<file path="src/hdl/trial_division_prime_test_unit_assert.svh">
// Assertion macros shared by the trial division prime test RTL.
// No dependencies; files that check their own logic include this header.
`ifndef TRIAL_DIVISION_PRIME_TEST_UNIT_ASSERT_SVH
`define TRIAL_DIVISION_PRIME_TEST_UNIT_ASSERT_SVH

`ifndef SYNTHESIS

// same-cycle implication
`define TDPT_ASSERT_NOW(lbl, clk, rst_n, ante, cons) \
	lbl: assert property (@(posedge clk) disable iff (!(rst_n)) (ante) |-> (cons)) \
		else $error("tdpt assertion failed");

// next-cycle implication
`define TDPT_ASSERT_NEXT(lbl, clk, rst_n, ante, cons) \
	lbl: assert property (@(posedge clk) disable iff (!(rst_n)) (ante) |=> (cons)) \
		else $error("tdpt assertion failed");

`else

`define TDPT_ASSERT_NOW(lbl, clk, rst_n, ante, cons)
`define TDPT_ASSERT_NEXT(lbl, clk, rst_n, ante, cons)

`endif

`endif

</file>
<file path="src/hdl/tdpt_pkg.sv">
// Types and constants for the trial division prime test unit.
// No dependencies.
package tdpt_pkg;

	typedef enum logic [1:0] {
		ST_IDLE,
		ST_CHECK,
		ST_DIV,
		ST_FINISH
	} tdpt_state_t;

	// sequencer strobes
	typedef struct packed {
		logic in_stall;
		logic div_start;
		logic out_load;
	} tdpt_ctrl_t;

endpackage

</file>
<file path="src/hdl/tdpt_rem_unit.sv">
// Iterative remainder unit: restoring shift-subtract, one dividend bit per cycle.
// Depends on trial_division_prime_test_unit_assert.svh.
`include "trial_division_prime_test_unit_assert.svh"

module tdpt_rem_unit #(
	parameter int W = 32
) (
	input  logic         clk,
	input  logic         arst_n,
	input  logic         start,
	input  logic [W-1:0] dividend,
	input  logic [W-1:0] divisor,
	output logic         busy,
	output logic         done,
	output logic [W-1:0] rem
);

	localparam int CW = $clog2(W);

	logic          busy_q;
	logic          done_q;
	logic [CW-1:0] cnt_q;
	logic [W-1:0]  dvd_q;
	logic [W-1:0]  dvs_q;
	logic [W-1:0]  rem_q;
	logic [W:0]    trial;
	logic [W:0]    diff;

	assign trial = {rem_q, dvd_q[W-1]};
	assign diff  = trial - {1'b0, dvs_q};

	always_ff @(posedge clk or negedge arst_n) begin
		if (!arst_n) begin
			busy_q <= 1'b0;
			done_q <= 1'b0;
			cnt_q  <= '0;
		end else begin
			done_q <= busy_q && (cnt_q == '0);
			if (start) begin
				busy_q <= 1'b1;
				cnt_q  <= CW'(W - 1);
			end else if (busy_q) begin
				if (cnt_q == '0) begin
					busy_q <= 1'b0;
				end
				cnt_q <= cnt_q - CW'(1);
			end
		end
	end

	always_ff @(posedge clk) begin
		if (start) begin
			dvd_q <= dividend;
			dvs_q <= divisor;
			rem_q <= '0;
		end else if (busy_q) begin
			dvd_q <= {dvd_q[W-2:0], 1'b0};
			if (trial >= {1'b0, dvs_q}) begin
				rem_q <= diff[W-1:0];
			end else begin
				rem_q <= trial[W-1:0];
			end
		end
	end

	assign busy = busy_q;
	assign done = done_q;
	assign rem  = rem_q;

	`TDPT_ASSERT_NEXT(a_start_busy, clk, arst_n, start, busy_q)
	`TDPT_ASSERT_NOW(a_done_idle, clk, arst_n, done_q, !busy_q)
	`TDPT_ASSERT_NEXT(a_run_holds, clk, arst_n, busy_q && (cnt_q != '0) && !start, busy_q)

endmodule

</file>
<file path="src/hdl/trial_division_prime_test_unit.sv">
// Top level of the trial division prime test unit: sequencer, candidate and
// square registers, output register. Depends on tdpt_pkg and tdpt_rem_unit.
//
// Tests one signed VALUE_WIDTH-bit word for primality and returns one prime_flag
// bit per input. Negative values, 0 to 3 and even values are settled in the
// accept cycle and go through ST_FINISH to the output register. Odd values
// of 5 and up are tried against odd divisors 3, 5, 7 and on while d*d <= value;
// each candidate passes through ST_CHECK and one shared shift-subtract remainder
// unit in ST_DIV, so the work for an item grows with the number of candidates
// tried: a composite stops at its smallest odd factor, a prime near
// 2^(VALUE_WIDTH-1) tries about 2^((VALUE_WIDTH-1)/2) / 2 candidates. in_stall
// stays high while an item is in work; a finished word waits in the output
// register and a new input is taken meanwhile.
`include "trial_division_prime_test_unit_assert.svh"

module trial_division_prime_test_unit
	import tdpt_pkg::*;
#(
	parameter int VALUE_WIDTH = 32
) (
	input  logic                          clk,
	input  logic                          arst_n,
	input  logic                          in_valid,
	output logic                          in_stall,
	input  logic signed [VALUE_WIDTH-1:0] value,
	output logic                          out_valid,
	input  logic                          out_stall,
	output logic                          prime_flag
);

	localparam int W  = VALUE_WIDTH;
	localparam int SW = VALUE_WIDTH + 1;

	tdpt_state_t      state_q, state_d;
	tdpt_ctrl_t       ctrl;
	logic [W-1:0]     n_q;
	logic [W-1:0]     d_q;
	logic [SW-1:0]    sq_q;
	logic             verdict_q;
	logic             out_valid_q;
	logic             prime_flag_q;
	logic             early;
	logic             early_flag;
	logic             sq_over;
	logic             div_busy;
	logic             div_done;
	logic [W-1:0]     div_rem;
	logic [W-1:0]     raw;

	assign raw = value;

	// sign set, below 4 or even: no division needed
	assign early      = raw[W-1] || (raw[W-1:2] == '0) || !raw[0];
	assign early_flag = !raw[W-1] && (raw[W-1:1] == (W-1)'(1));
	assign sq_over    = sq_q > {1'b0, n_q};

	tdpt_rem_unit #(
		.W(W)
	) u_rem (
		.clk      (clk),
		.arst_n   (arst_n),
		.start    (ctrl.div_start),
		.dividend (n_q),
		.divisor  (d_q),
		.busy     (div_busy),
		.done     (div_done),
		.rem      (div_rem)
	);

	always_comb begin
		state_d = state_q;
		unique case (state_q)
			ST_IDLE: begin
				if (in_valid) begin
					state_d = early ? ST_FINISH : ST_CHECK;
				end
			end
			ST_CHECK: begin
				state_d = sq_over ? ST_FINISH : ST_DIV;
			end
			ST_DIV: begin
				if (div_done) begin
					state_d = (div_rem == '0) ? ST_FINISH : ST_CHECK;
				end
			end
			ST_FINISH: begin
				if (!out_valid_q || !out_stall) begin
					state_d = ST_IDLE;
				end
			end
			default: state_d = ST_IDLE;
		endcase
	end

	always_comb begin
		ctrl.in_stall  = (state_q != ST_IDLE);
		ctrl.div_start = (state_q == ST_CHECK) && !sq_over;
		ctrl.out_load  = (state_q == ST_FINISH) && (!out_valid_q || !out_stall);
	end

	always_ff @(posedge clk or negedge arst_n) begin
		if (!arst_n) begin
			state_q     <= ST_IDLE;
			out_valid_q <= 1'b0;
		end else begin
			state_q <= state_d;
			if (ctrl.out_load) begin
				out_valid_q <= 1'b1;
			end else if (!out_stall) begin
				out_valid_q <= 1'b0;
			end
		end
	end

	always_ff @(posedge clk) begin
		if (ctrl.out_load) begin
			prime_flag_q <= verdict_q;
		end
		unique case (state_q)
			ST_IDLE: begin
				if (in_valid) begin
					n_q       <= raw;
					d_q       <= W'(3);
					sq_q      <= SW'(9);
					verdict_q <= early_flag;
				end
			end
			ST_CHECK: begin
				if (sq_over) begin
					verdict_q <= 1'b1;
				end
			end
			ST_DIV: begin
				if (div_done) begin
					// (d+2)^2 = d^2 + 4d + 4
					verdict_q <= 1'b0;
					d_q       <= d_q + W'(2);
					sq_q      <= sq_q + SW'({d_q, 2'b00}) + SW'(4);
				end
			end
			ST_FINISH: begin
			end
			default: begin
			end
		endcase
	end

	assign in_stall   = ctrl.in_stall;
	assign out_valid  = out_valid_q;
	assign prime_flag = prime_flag_q;

	`TDPT_ASSERT_NOW(a_start_free, clk, arst_n, ctrl.div_start, !div_busy)
	`TDPT_ASSERT_NOW(a_div_odd, clk, arst_n, state_q == ST_CHECK || state_q == ST_DIV, d_q[0])
	`TDPT_ASSERT_NOW(a_sq_match, clk, arst_n, state_q == ST_CHECK, sq_q == SW'(d_q * d_q))
	`TDPT_ASSERT_NEXT(a_finish_out, clk, arst_n, ctrl.out_load, out_valid_q && state_q == ST_IDLE)

endmodule
</file>
<file path="config.mk">
export PLATFORM = sky130hd
export DESIGN_NAME = trial_division_prime_test_unit
export DESIGN_NICKNAME = d
export VERILOG_FILES = /design/src/hdl/tdpt_pkg.sv /design/src/hdl/tdpt_rem_unit.sv /design/src/hdl/trial_division_prime_test_unit.sv
export VERILOG_INCLUDE_DIRS = /design/src /design/src/hdl
export SDC_FILE = /design/constraint.sdc
export NUM_CORES = 1
export LEC_CHECK = 0
export BUFFER_PORTS_ARGS = -buffer_cell sky130_fd_sc_hd__buf_2
export CAP_MARGIN = 20
export CORE_ASPECT_RATIO = 0.6
export CORE_UTILIZATION = 45
export DETAILED_ROUTE_END_ITERATION = 8
export HOLD_SLACK_MARGIN = 0.06
export REMOVE_ABC_BUFFERS = 1
export SYNTH_ARGS = -nofsm -noshare
export SYNTH_HDL_FRONTEND = slang
export SYNTH_SLANG_ARGS = --single-unit
</file>
<file path="constraint.sdc">
create_clock -name clk -period 4.9 [get_ports clk]
set_clock_uncertainty 0.05 [all_clocks]
set_input_delay 0.49 -clock clk [delete_from_list [all_inputs] [get_ports clk]]
set_output_delay 0.49 -clock clk [all_outputs]
set_load 0.005 [all_outputs]
</file>
# Word-level counts from Yosys, hierarchy flattened

Cells that the tools add are included.

Bits of input ports: 36
Register bits after elaboration: 205
Output and inout bits: 3

Add/sub/neg operators: 5
Reduce and logical (&&, ||, !) cells: 24
$lt $le $gt $ge: 2
Equality and inequality tests: 9
Muxes and demuxes: 27

Operator list:

| cell                                                                | number |
|---|---|
| 32-bit 2-to-1 mux                                                   | 5 |
| 33-bit 2-to-1 mux                                                   | 2 |
| 33-bit case mux with 2 select lines                                 | 1 |
| 32-bit case mux with 2 select lines                                 | 1 |
| 33-bit by 3-bit adder with 33-bit output (second input constant)    | 1 |
| 33-bit adder                                                        | 1 |
| 33-bit by 32-bit greater-or-equal comparator with 1-bit output      | 1 |
| 33-bit by 32-bit > comparator with 1-bit output                     | 1 |
| 32-bit by 2-bit adder with 32-bit output (second input constant)    | 1 |
| 32-bit zero test                                                    | 1 |
| 32-bit subtractor                                                   | 1 |
| 31-bit by 1-bit == test with 1-bit output (second input constant)   | 1 |
| 30-bit zero test                                                    | 1 |
| 2-bit 2-to-1 mux                                                    | 5 |
| 5-bit 2-to-1 mux                                                    | 2 |
| 1-bit 2-to-1 mux                                                    | 9 |
| 2-bit case mux with 4 select lines                                  | 1 |
| 2-bit != test (second input constant)                               | 3 |
| 3-bit AND reduction                                                 | 2 |
| 2-bit nonzero test                                                  | 3 |
| 1-bit zero test                                                     | 5 |
| 5-bit zero test                                                     | 1 |
| 5-bit by 1-bit subtractor with 5-bit output (second input constant) | 1 |
| 2-bit == test (second input constant)                               | 2 |
| 9 further kinds                                                     | 15 |

# Depth between registers and ports, before layout

Depth in word-level cells: 6
Mapped depth: 13
Mapped depth without buffers: 10

# Modules after synthesis

Synthesis repeated with hierarchy kept, for this count alone.

Cells, all modules: 1,218
Area total of the unflattened synthesis: 12,695.9 um^2

Modules (own cells, without submodules):

| module                         | seq. area each (um^2) | cells each | instances | area each (um^2) |
|---|---|---|---|---|
| trial_division_prime_test_unit | 2,927.8               | 660        | 1         | 6,870.3 |
| tdpt_rem_unit                  | 2,737.6               | 558        | 1         | 5,825.6 |

# Worst setup path before layout

No wires, ideal clock.

Path kind: reg2reg
Start point: register state_q[0]
End point: register d_q[10] (enable)
Library setup time: 500 ps
Required time: 4,350 ps
Path buffers: 1
Stages on the path, launching flop included: 6
Arrival time: 4,240 ps
Path slack: 109 ps
Cell sequence: dfrtp_1 inv_1 ha_1 clkinv_1 clkbuf_1 a21oi_1

Longest elaborated chain between the ends: 3

RTL lines:

| what                                                                              | line                                  | text |
|---|---|---|
| start: declaration                                                                | trial_division_prime_test_unit.sv:34  | `tdpt_state_t state_q, state_d;` |
| start signal: assignment                                                          | trial_division_prime_test_unit.sv:106 | `state_q <= state_d;` |
| 2-bit == test / 2-bit zero test (equally long branches)                           | trial_division_prime_test_unit.sv:119 | `unique case (state_q)` |
| 2-bit by 1-bit != test with 1-bit output (no source line) (tied with other cells) | n/a                                   |  |
| 3-bit AND reduction (no source line) (*)                                          | n/a                                   |  |
| end signal: assignment                                                            | trial_division_prime_test_unit.sv:137 | `d_q <= d_q + W'(2);` |
| end: declaration                                                                  | trial_division_prime_test_unit.sv:37  | `logic [W-1:0] d_q;` |

Every way passes the cells marked *; elsewhere a longest branch is shown, timed or not.
A chain may end at the register's enable or synchronous reset.

# Worst setup path after layout

Start point: register sq_q[29]
End point: register u_rem.rem_q[7] (netlist: u_rem.rem[7])

Longest elaborated chain between the ends: 3

RTL lines:

| what                                            | line                                  | text |
|---|---|---|
| start: declaration                              | trial_division_prime_test_unit.sv:38  | `logic [SW-1:0] sq_q;` |
| start signal: assignment                        | trial_division_prime_test_unit.sv:138 | `sq_q <= sq_q + SW'({d_q, 2'b00}) + SW'(4);` |
| 33-bit by 32-bit > comparator with 1-bit output | trial_division_prime_test_unit.sv:55  | `assign sq_over = sq_q > {1'b0, n_q};` |
| 1-bit zero test                                 | trial_division_prime_test_unit.sv:97  | `ctrl.div_start = (state_q == ST_CHECK) && !sq_over;` |
| 1-bit logical AND                               | trial_division_prime_test_unit.sv:97  |  |
| end signal: assignment                          | tdpt_rem_unit.sv:59                   | `rem_q <= diff[W-1:0];` |
| end signal: assignment                          | tdpt_rem_unit.sv:61                   | `rem_q <= trial[W-1:0];` |
| end: declaration                                | tdpt_rem_unit.sv:25                   | `logic [W-1:0] rem_q;` |

No other way between the ends.

==> impl_metrics.tcl <==
set metrics [dict create \
    outcome "finished, final reports clean" \
    cp-start-kind "register" \
    postSynthAreaPerCell_um2 10.3 \
    synth_cells 1250 \
    cts_resized 0 \
    reg2reg_depth 9 \
    critPathBufInv 2 \
    cp_top_family "simple AND/OR/NAND/NOR gates" \
    rr_endpoint "u_rem.rem[7]" \
    clk_latency_ns 0.45 \
    required_ns 5.15 \
    yosysSeqAreaShare_pct 43.8 \
    hold_depth 1 \
    synth-main-ff-cell "edfxtp_1" \
    r2r-start "sq_q[29]" \
    finalCritPeriodShare_pct 82.3 \
    antenna_found_initial 2 \
    critPathCaptureType "register" \
    regArea_mm2 0.00564 \
    cp_cell_sequence "ha_1 > nand4_1 > nor4_1 > and4_1 > inv_1 > a221oi_4 > buf_4 > or4_1 > o311ai_1" \
    critPathSlowestCell "nor4_1" \
    grt_pass1_vias 8911 \
    cts.clk_slew.worst_paths_ns 0.07 \
    drv_cap 0 \
    async_reset_ff_share_pct 5.00 \
    worst-path-max-fanout 58 \
    synthMuxAreaShare_pct 3.10 \
    startpoint "sq_q[29]" \
    nets 1448 \
    synth.top_cell.area_share_pct 36.9 \
    multi_input_area_mm2 0.00667 \
    dpl.hpwl_mm 23.3 \
    clock-sinks 200 \
    fmax_ghz 0.248 \
    ant_nets 0 \
    hp-start "value[0]" \
    initial_core_util_pct 46.3 \
    wl_mm 30.8 \
    firstDrtPassIters 5 \
    cts_buffers 17 \
    ys_seq_elements 200 \
    syn_to_final_growth_pct 8.37 \
    hold_slack_ns 0.176 \
    grt_pass1_wl_mm 49.6 \
    boundaryPins 39 \
    max_stage_delay_ns 0.80 \
    synth_xor_area_share_pct 5.45 \
    path_class "register to register" \
    relSlewSlack_pct 42.4 \
    synth_largest_area_cell "edfxtp_1" \
    tightest_slew_ns 0.856 \
    drc 0 \
    root_buffer "clkbuf_16" \
    grt_max_degree 62 \
    vias 9497 \
    ys_warn_count 0 \
    die_w_um 220 \
    globalplace.congestion 0.855 \
    port_buffers 38 \
    fp.dieH_um 133 \
    routed_via_density 5.71 \
    finalSetupViolCount 0 \
    wl_per_cell_um 18.5 \
    htreeDepth 4 \
    grt.overflow.total 0 \
    rsz0062_at_grt "false" \
    cts_tree "built" \
    synth_top_family_by_area "compound AO/OA/AOI/OAI gates" \
    drive_gt1_share_pct 8.94 \
    clk_path_buf_depth 2 \
    syn-cell-area_mm2 0.0129 \
    num-fill-cells 2549 \
    post-route-min-period_ns 4.03 \
    synth_compound_area_share_pct 15.3 \
    die_area_mm2 0.0293 \
    yosysUniqueCellTypes 86 \
    synth-simple-area-share_pct 15.3 \
    cp.arrival_ns 4.28 \
    diodes 0 \
    hold_viol 0 \
    drt-initial-drc-count 829 \
    grtUsageTotal_pct 22.0 \
    synth_top_cells_by_area "edfxtp_1, ha_1, dfxtp_1" \
    rows 47 \
    core_area_mm2 0.0278 \
    hold-path-endpoint "n_q[0]" \
    synth_edf_count 158 \
    synthAdderAreaFrac_pct 12.6 \
    rrSetupSlack_ns 0.87 \
    hold_class "input port to register" \
    slew_violations 0 \
]
## worst reg2reg max path, delay by kind of cell, from the launching register on
family	cells	cell delay, ns
AND/OR/NAND/NOR	4	1.72
buffers and inverters	2	0.80
AO/OA/AOI/OAI	2	0.57
flip-flops	1	0.42
adder cells (fa/ha/maj)	1	0.34
## layout by cell type, fill, tap and decap left out, types with 10 or more instances in the layout
cell       netlist  routed
a31oi_1         10      10
xor2_1          40      40
nand2b_1        12      12
nand2_1        113     113
inv_1           93      93
clkbuf_16        0      18
dfxtp_1         32      32
o21ai_1         10      10
ha_1           126     126
nor2b_1         10      10
nand3_1         26      26
edfxtp_1       158     158
nor3_1          16      16
a21o_1          31      31
nand4_1         21      21
a211oi_1        10      10
and2_1          12      12
nor2_1         123     123
mux2_1          31      31
nor4_1          21      21
o21ai_0         46      46
buf_2            6      38
a21oi_1         71      70
and3_1          15      15
a311oi_2        14      14
xnor2_1         40      40
## registers in the layout, indices dropped and copies added (netlist names)
| name | cells |
|---|---|
| out_valid | 1 |
| u_rem.dvd_q | 32 |
| u_rem.done | 1 |
| sq_q | 30 |
| n_q | 32 |
| u_rem.cnt_q | 5 |
| verdict_q | 1 |
| prime_flag | 1 |
| u_rem.busy | 1 |
| u_rem.rem | 32 |
| u_rem.dvs_q | 31 |
| state_q | 2 |
| d_q | 31 |
## synth_stat cells, drive strengths merged, types with 3 or more instances
cell / number
a21boi: 6
mux2: 31
mux2i: 5
a21oi: 72
inv: 93
buf: 18
ha: 126
a311oi: 19
edfxtp: 158
o211ai: 7
o311ai: 5
nor3: 19
dfrtp: 10
dfxtp: 32
nand4: 22
a32oi: 6
nand2: 115
a211o: 3
clkbuf: 13
o22ai: 4
or4: 4
and2: 12
xnor2: 40
or3: 7
a21o: 31
nor4: 21
a31oi: 11
o21ai: 59
nor2: 124
nand4b: 3
a2111oi: 4
o21a: 10
and3: 18
nor2b: 10
nand3: 27
xor2: 40
a211oi: 11
and4: 4
nand2b: 12
nand3b: 3
o21bai: 6
## cell type report
cell class | count | share of cell area, %
sequential | 200 | 40.4
tap | 367 | 3.29
clock inverter | 10 | 0.565
inverter | 94 | 2.53
multi-input combinational | 923 | 47.9
timing repair buffer | 48 | 1.92
clock buffer | 22 | 3.41
## metrics by stage
step                      area, um^2  utilization, %  instances  worst slack, ns  TNS [ns]
after floorplan                12600               -       1217            -2.36   -253.51
after global placement         13400            48.1       1631             1.03         0
after detailed placement       13400            48.1       1631            0.930         0
after CTS                      13900            50.1       1664            0.902         0
after global routing           13900            50.1       1664            0.710         0
final                          13900            50.1       1664            0.869         0
## worst max path at each step
stage                                 to  slack, ns  depth (start not counted)
after floorplan           u_rem.dvd_q[0]      -2.36                          8
after global placement      u_rem.rem[7]       1.03                          9
after detailed placement    u_rem.rem[7]       0.93                          9
after CTS                   u_rem.rem[7]       0.90                          9
after global routing        u_rem.rem[1]       0.71                          9
final                       u_rem.rem[7]       0.87                          9
## per-layer routing
layer / vias to the layer above / part of all wire (%) / global-route usage (%)
li1: 4665 / - / -
met3: 19 / 6.8 / 4.97
met4: 0 / 0.86 / 5.13
met5: - / 0 / 0
met1: 4583 / 55 / 36.9
met2: 230 / 37 / 27.3
## timing repair
action / CTS / global route
setup buffers: 0 / 0
endpoints found under the hold margin: 10 / 0
hold buffers: 1 / 0
## cell families after synthesis
family	after synthesis
simple gates	403
compound gates	276
flops	200
fa+ha+maj	128
buf+inv	127
xor+xnor	80
mux	36
Power is not shown: default switching activity piles up to over one toggle a cycle in this logic, so the estimate is an artifact.
